===== src/hw/rtl/lzd_pkg.sv =====
// Package for the LZ copy/literal stream decoder.
// Holds payload structs, command queue entry, phase and status codes.
// No dependencies.
package lzd_pkg;

  localparam int unsigned HistoryDepthDflt = 65536;
  localparam int unsigned MaxCopyLenDflt   = 64;
  localparam int unsigned QueueDepthDflt   = 4;
  // offset field wide enough for the largest history depth (2^20)
  localparam int unsigned OffW  = 21;
  localparam int unsigned LenW  = 7;

  typedef enum logic [2:0] {
    ST_OK           = 3'd0,
    ST_HEADER_BAD   = 3'd1,
    ST_MALFORMED    = 3'd2,
    ST_OVERRUN      = 3'd3,
    ST_INSUFFICIENT = 3'd4
  } status_e;

  typedef enum logic [2:0] {
    PH_HEADER,
    PH_OPCODE,
    PH_LITLEN,
    PH_LITDATA,
    PH_LITSKIP,
    PH_OFFSET,
    PH_ERROR
  } phase_e;

  typedef enum logic [1:0] {
    CMD_LIT,
    CMD_COPY,
    CMD_EMPTY
  } cmd_kind_e;

  typedef enum logic [1:0] {
    BK_IDLE,
    BK_CRD,
    BK_CWR
  } back_state_e;

  typedef enum logic [1:0] {
    TAG_LIT  = 2'd0,
    TAG_OFF1 = 2'd1,
    TAG_OFF2 = 2'd2,
    TAG_OFF4 = 2'd3
  } tag_e;

  typedef struct packed {
    logic [7:0] in_byte;
    logic       stream_last;
  } in_item_t;

  typedef struct packed {
    logic [7:0]  out_byte;
    logic        byte_valid;
    logic        stream_done;
    logic [2:0]  status;
    logic [31:0] produced_count;
    logic        run_last;
  } out_item_t;

  typedef struct packed {
    cmd_kind_e        kind;
    logic [7:0]       lit;
    logic [OffW-1:0]  offset;
    logic [LenW-1:0]  len;
    logic             done;
    logic [2:0]       status;
  } cmd_t;

  // number of extra bytes following an opcode (literal length or offset)
  function automatic logic [2:0] field_total(input logic [7:0] opc);
    logic [2:0] t;
    unique case (tag_e'(opc[1:0]))
      TAG_LIT:  t = 3'(opc[7:2] - 6'd59);
      TAG_OFF1: t = 3'd1;
      TAG_OFF2: t = 3'd2;
      TAG_OFF4: t = 3'd4;
      default:  t = 3'd0;
    endcase
    return t;
  endfunction

endpackage


===== src/hw/rtl/lzd_queue.sv =====
// Short command queue between the parser and the executor.
// Depends on lzd_pkg.
module lzd_queue #(
  parameter int unsigned Depth = lzd_pkg::QueueDepthDflt
) (
  input  logic          clk_i,
  input  logic          rst_ni,
  input  logic          push_i,
  input  lzd_pkg::cmd_t push_data_i,
  output logic          full_o,
  input  logic          pop_i,
  output logic          empty_o,
  output lzd_pkg::cmd_t head_o
);
  import lzd_pkg::*;

  localparam int unsigned PtrW = (Depth > 1) ? $clog2(Depth) : 1;

  cmd_t            entries_q [Depth];
  logic [PtrW-1:0] wr_ptr_q, rd_ptr_q;
  logic [PtrW:0]   count_q;

  assign full_o  = (count_q == (PtrW+1)'(Depth));
  assign empty_o = (count_q == '0);
  assign head_o  = entries_q[rd_ptr_q];

  always_ff @(posedge clk_i) begin
    if (push_i) entries_q[wr_ptr_q] <= push_data_i;
  end

  always_ff @(posedge clk_i or negedge rst_ni) begin
    if (!rst_ni) begin
      wr_ptr_q <= '0;
      rd_ptr_q <= '0;
      count_q  <= '0;
    end else begin
      if (push_i) begin
        wr_ptr_q <= (wr_ptr_q == PtrW'(Depth - 1)) ? '0 : wr_ptr_q + 1'b1;
      end
      if (pop_i) begin
        rd_ptr_q <= (rd_ptr_q == PtrW'(Depth - 1)) ? '0 : rd_ptr_q + 1'b1;
      end
      count_q <= count_q + (PtrW+1)'(push_i) - (PtrW+1)'(pop_i);
    end
  end

endmodule


===== config.mk =====
export PLATFORM = sky130hd
export DESIGN_NAME = lzd_queue
export DESIGN_NICKNAME = d
export VERILOG_FILES = /design/src/hw/rtl/lzd_pkg.sv /design/src/hw/rtl/lzd_queue.sv
export SDC_FILE = /design/constraint.sdc
export NUM_CORES = 1
export LEC_CHECK = 0
export BUFFER_PORTS_ARGS = -buffer_cell sky130_fd_sc_hd__buf_2
export CELL_PAD_IN_SITES_DETAIL_PLACEMENT = 1
export CELL_PAD_IN_SITES_GLOBAL_PLACEMENT = 1
export CORE_MARGIN = 1.5
export CORE_UTILIZATION = 54
export DETAILED_ROUTE_END_ITERATION = 6
export PLACE_DENSITY_LB_ADDON = 0.12
export SYNTH_ARGS = -nofsm -noshare
export SYNTH_HDL_FRONTEND = slang
export SYNTH_SLANG_ARGS = --single-unit

===== constraint.sdc =====
create_clock -name clk_i -period 6.3 [get_ports clk_i]
set_clock_uncertainty 0.15 [all_clocks]
set_input_delay 0 -clock clk_i [delete_from_list [all_inputs] [get_ports clk_i]]
set_output_delay 0 -clock clk_i [all_outputs]
set_load 0.05 [all_outputs]

### Yosys cells after proc, flatten, opt, wreduce, memory -nomap -nowiden

Memories as Yosys holds them, arrays and structs flattened.
Index checks and enable logic that the tools add are counted.

* logic and storage cells: 16
* flip-flop bits (word level): 7
* output and inout bits: 44
* bits in writable memories: 168
* memories kept: 1
* input bits: 46

Memory list
* entries_q: depth 4, bits a word 42, rd ports 1, clocked after memory_dff 0, wr ports 1, RTL line lzd_queue.sv:19 `cmd_t entries_q [Depth];`

* reduce and logical (&&, ||, !) cells: 1
* equality and inequality tests: 3
* add/sub/neg operators: 4
* muxes and demuxes: 4

Operators by type and width (number)
* adder 2 x 1 -> 2 bit, second input constant: 2
* equality test 2 bit, second input constant: 2
* two-way mux 2 bit: 2
* adder 3 x 1 -> 3 bit: 1
* equality test 3 bit, second input constant: 1
* logical NOT 3 bit: 1
* subtractor 3 x 1 -> 3 bit: 1
* two-way mux 1 bit: 2

### Depth between registers and ports, before layout

* depth after elaboration: 2
* mapped depth: 6
* mapped depth without buffers: 6

### Worst setup path before layout

No wires, ideal clock.

* path kind: register to register
* from: register wr_ptr_q[0]
* to: memory entries_q[2][0] in the netlist's numbering, enable pin
* buffers on the path: 0
* data required time: 5.747 ns
* period minus slack after synthesis: 2.186 ns
* library setup time: 0.403 ns
* stages on the path, launching flop included: 4
* arrival: 1.632 ns
* path slack: 4.114 ns
* cell sequence: dfrtp_1 inv_1 ha_1 and2_1

RTL lines
* start: declaration: RTL line lzd_queue.sv:20 `logic [PtrW-1:0] wr_ptr_q, rd_ptr_q;`
* start signal: assignment: RTL line lzd_queue.sv:38 `wr_ptr_q <= (wr_ptr_q == PtrW'(Depth - 1)) ? '0 : wr_ptr_q + 1'b1;`
* end: declaration: RTL line lzd_queue.sv:19

Straight into the memory's write port.

==> impl_results.md <==
* Post-CTS resize count at 0
* R2R setup slack at 4.18 ns
* Core Region at 11600 µm²
* Width of the die at 113 µm
* HP Start: push_data_i[27]
* Mapped Cells at 256
* CP endpoint kind: primary output
* Via count at 3089
* Placed Area at 7080 µm²
* Crit Path Max Fanout at 45
* Pwr dens at 513 nW/µm²
* Post-synth EDFFs at 168
* Synth top area share at 77.3%
* Hold depth at 2
* Arr. time, crit path at 2.33 ns
* Hold Fails Final Rpt at 0
* Die Y at 113 µm
* Yosys reg bits at 175
* Critical R2R Capture: entries_q[0][40]
* Combinational power share at 33.2%
* Net Sw Frac at 36.5%
* CTS buffer count at 17
* Top FF cell, synth: edfxtp_1
* # clock sinks at 175
* Area grow syn2layout at 25.0%
* Max cap viols at 0
* Most frequent cell after synthesis: edfxtp_1
* Tmin final at 2.48 ns
* Asr flop ratio synth at 4.00%
* Final Instance Area at 8160 µm²
* Routed Wire Length at 12.9 mm
* Reg clk slew, reported paths at 0.06 ns
* # DRC at 0
* Hold Crit Endpoint: entries_q[2][27]
* Outcome: finished clean
* Ys Warns at 0
* Die area at 12800 µm²
* Initial DRC count at 187
* GR Overflow Total at 0
* Fin util at 70.3%
* Diodes inserted at 0
* Post-synth top cells: 168 x edfxtp_1, 38 x mux4_2, 7 x dfrtp_1, 7 x ha_1, 6 x inv_1
* Reg power frac at 40.5%
* Post-CTS setup buffers at 0
* Max-slew violations at 0
* Setup Crit Path Kind: flip-flop to primary output
* Worst Tran Pin Value at 1.13 ns
* Fill count at 889
* Syn_area_per_cell at 25.5 µm²
* CTS root buf: clkbuf_16
* P_int at 2.66 mW
* Setup TNS Final at 0 ns
* Post-Syn Area at 6530 µm²
* Peak Freq at 0.403 GHz
* Final setup violation count at 0
* NumNets Final at 458
* Syn_nets at 310
* Initial Util at 56.2%
* First-pass GRT wire length at 19.7 mm
* Cts hold-fix bufs at 46
* Largest net degree at the start of global routing at 46
* Max Buffers Root-to-Sink at 2
* WL/cell at 23.0 µm
* RSZ-0062 raised after global routing: no
* Min-delay worst type: input port to flip-flop
* Cells on worst reg2reg path at 4
* Final worst-path cycle share at 39.4%
* Io pins at 90
* CTS tree: built
* Sequential-to-total area share from yosys stat at 79.9%
* Maximum vdd drop at 0.320 mV
* Placement row count at 39
* DRT antenna net count at 0
* RD Place Congestion at 0.736
* P_leak at 2.91 nW
* H-tree depth at 4
* Slew HR at 24.4%
* Unique masters post-synth at 20
* Reg-to-Reg Start: wr_ptr_q[0]
* Layout cell share with drive strength beyond 1 at 40.3%
* GRT Total Usage at 22.0%
* Initial antenna violation count at 0
* Switching power at 1.53 mW
* Drt first pass iters at 4
* Clock power frac at 26.2%
* Cell taking the most area after synthesis: edfxtp_1
* CP startpoint kind: flip-flop
* Vias in the first global route at 3557
* Later-pin clock latency in the skew report at 0.42 ns
* I/O Buffers at 89
* Drt via density at 5.52
* HPWL Detailed at 7.45 mm
* Synth top area cells: edfxtp_1 77%, mux4_2 13%, dfrtp_1 2.7%, mux4_1 1.6%, ha_1 1.3%
* Worst Path Required at 6.15 ns
* Min Hold Slack at 0.185 ns
-- stage by stage --
stage / std cells / power [mW] / setup slack, ns
floorplan: 256 / 2.83 / 4.11
global placement: 482 / 3.07 / 4.19
global route: 560 / 4.34 / 3.66
detailed placement: 482 / 3.10 / 4.13
CTS: 560 / 4.22 / 3.73
finish: 560 / 4.19 / 3.82
-- state kept, by name, indices dropped and copies added (netlist names) --
register   count
count_q        3
entries_q    168
rd_ptr_q       2
wr_ptr_q       2
-- placed cells by master (no fill, tap or decap), types with 2 or more instances in the layout --
| master | n |
|---|---|
| buf_2 | 89 |
| clkinvlp_4 | 2 |
| bufinv_16 | 5 |
| mux2_2 | 2 |
| mux4_1 | 4 |
| edfxtp_1 | 168 |
| and2_2 | 4 |
| clkinv_1 | 3 |
| clkinv_2 | 4 |
| inv_1 | 6 |
| clkbuf_16 | 17 |
| dlygate4sd3_1 | 46 |
| dfrtp_1 | 5 |
| mux4_2 | 38 |
| o21ai_0 | 2 |
| buf_4 | 4 |
| ha_1 | 7 |
-- power by group through the flow --
stage | clock network (mW) | registers [mW] | logic [mW]
6_report | 1.10 | 1.70 | 1.39
5_1_grt | 1.15 | 1.73 | 1.46
4_1_cts | 1.11 | 1.71 | 1.40
3_5_place_dp | 0 | 1.73 | 1.38
3_3_place_gp | 0 | 1.71 | 1.36
2_1_floorplan | 0 | 1.56 | 1.27
-- per-layer routing --
layer  track usage, %  vias up  share of wire (%)
li1                 -     1374                  -
met2             39.3       92                 54
met5                0        -                  0
met4             9.67        0                2.6
met1             25.8     1596                 39
met3             5.14       27                4.2
-- critical path: stages, from the launching register on --
cell and delay (ns):
dfrtp_4 1.00, mux4_1 0.67, buf_2 0.23
-- cell type report --
class                      count  area (µm²)  share of cell area (%)
sequential                   175        5230                    64.0
multi-input combinational     65        1180                    14.4
timing repair buffer         139         936                    11.5
clock buffer                  18         429                    5.26
clock inverter                14         196                    2.41
tap                          143         179                    2.19
inverter                       6        22.5                   0.276
-- logic make-up (layout without fill, tap and decap cells) --
family	Yosys count	count (layout)	share of synthesized area [%]
fa+ha+maj	8	8	1.65
buf+inv	16	177	2.13
xor+xnor	2	2	0.268
flops	175	175	79.9
compound gates	2	2	0.153
simple gates	9	9	0.805
mux	44	44	15.1
-- how the worst max path moves through the flow --
stage	cells after the start	slack, ns	endpoint	start
after detailed placement	4	4.13	entries_q[0][36]	wr_ptr_q[0]
after floorplan	3	4.11	entries_q[2][0]	wr_ptr_q[0]
final	2	3.82	head_o[2]	rd_ptr_q[0]
after global routing	2	3.66	head_o[41]	rd_ptr_q[0]
after global placement	4	4.19	entries_q[2][7]	wr_ptr_q[0]
after CTS	2	3.73	head_o[2]	rd_ptr_q[0]
No activity file was read; power rests on OpenSTA's default activity.
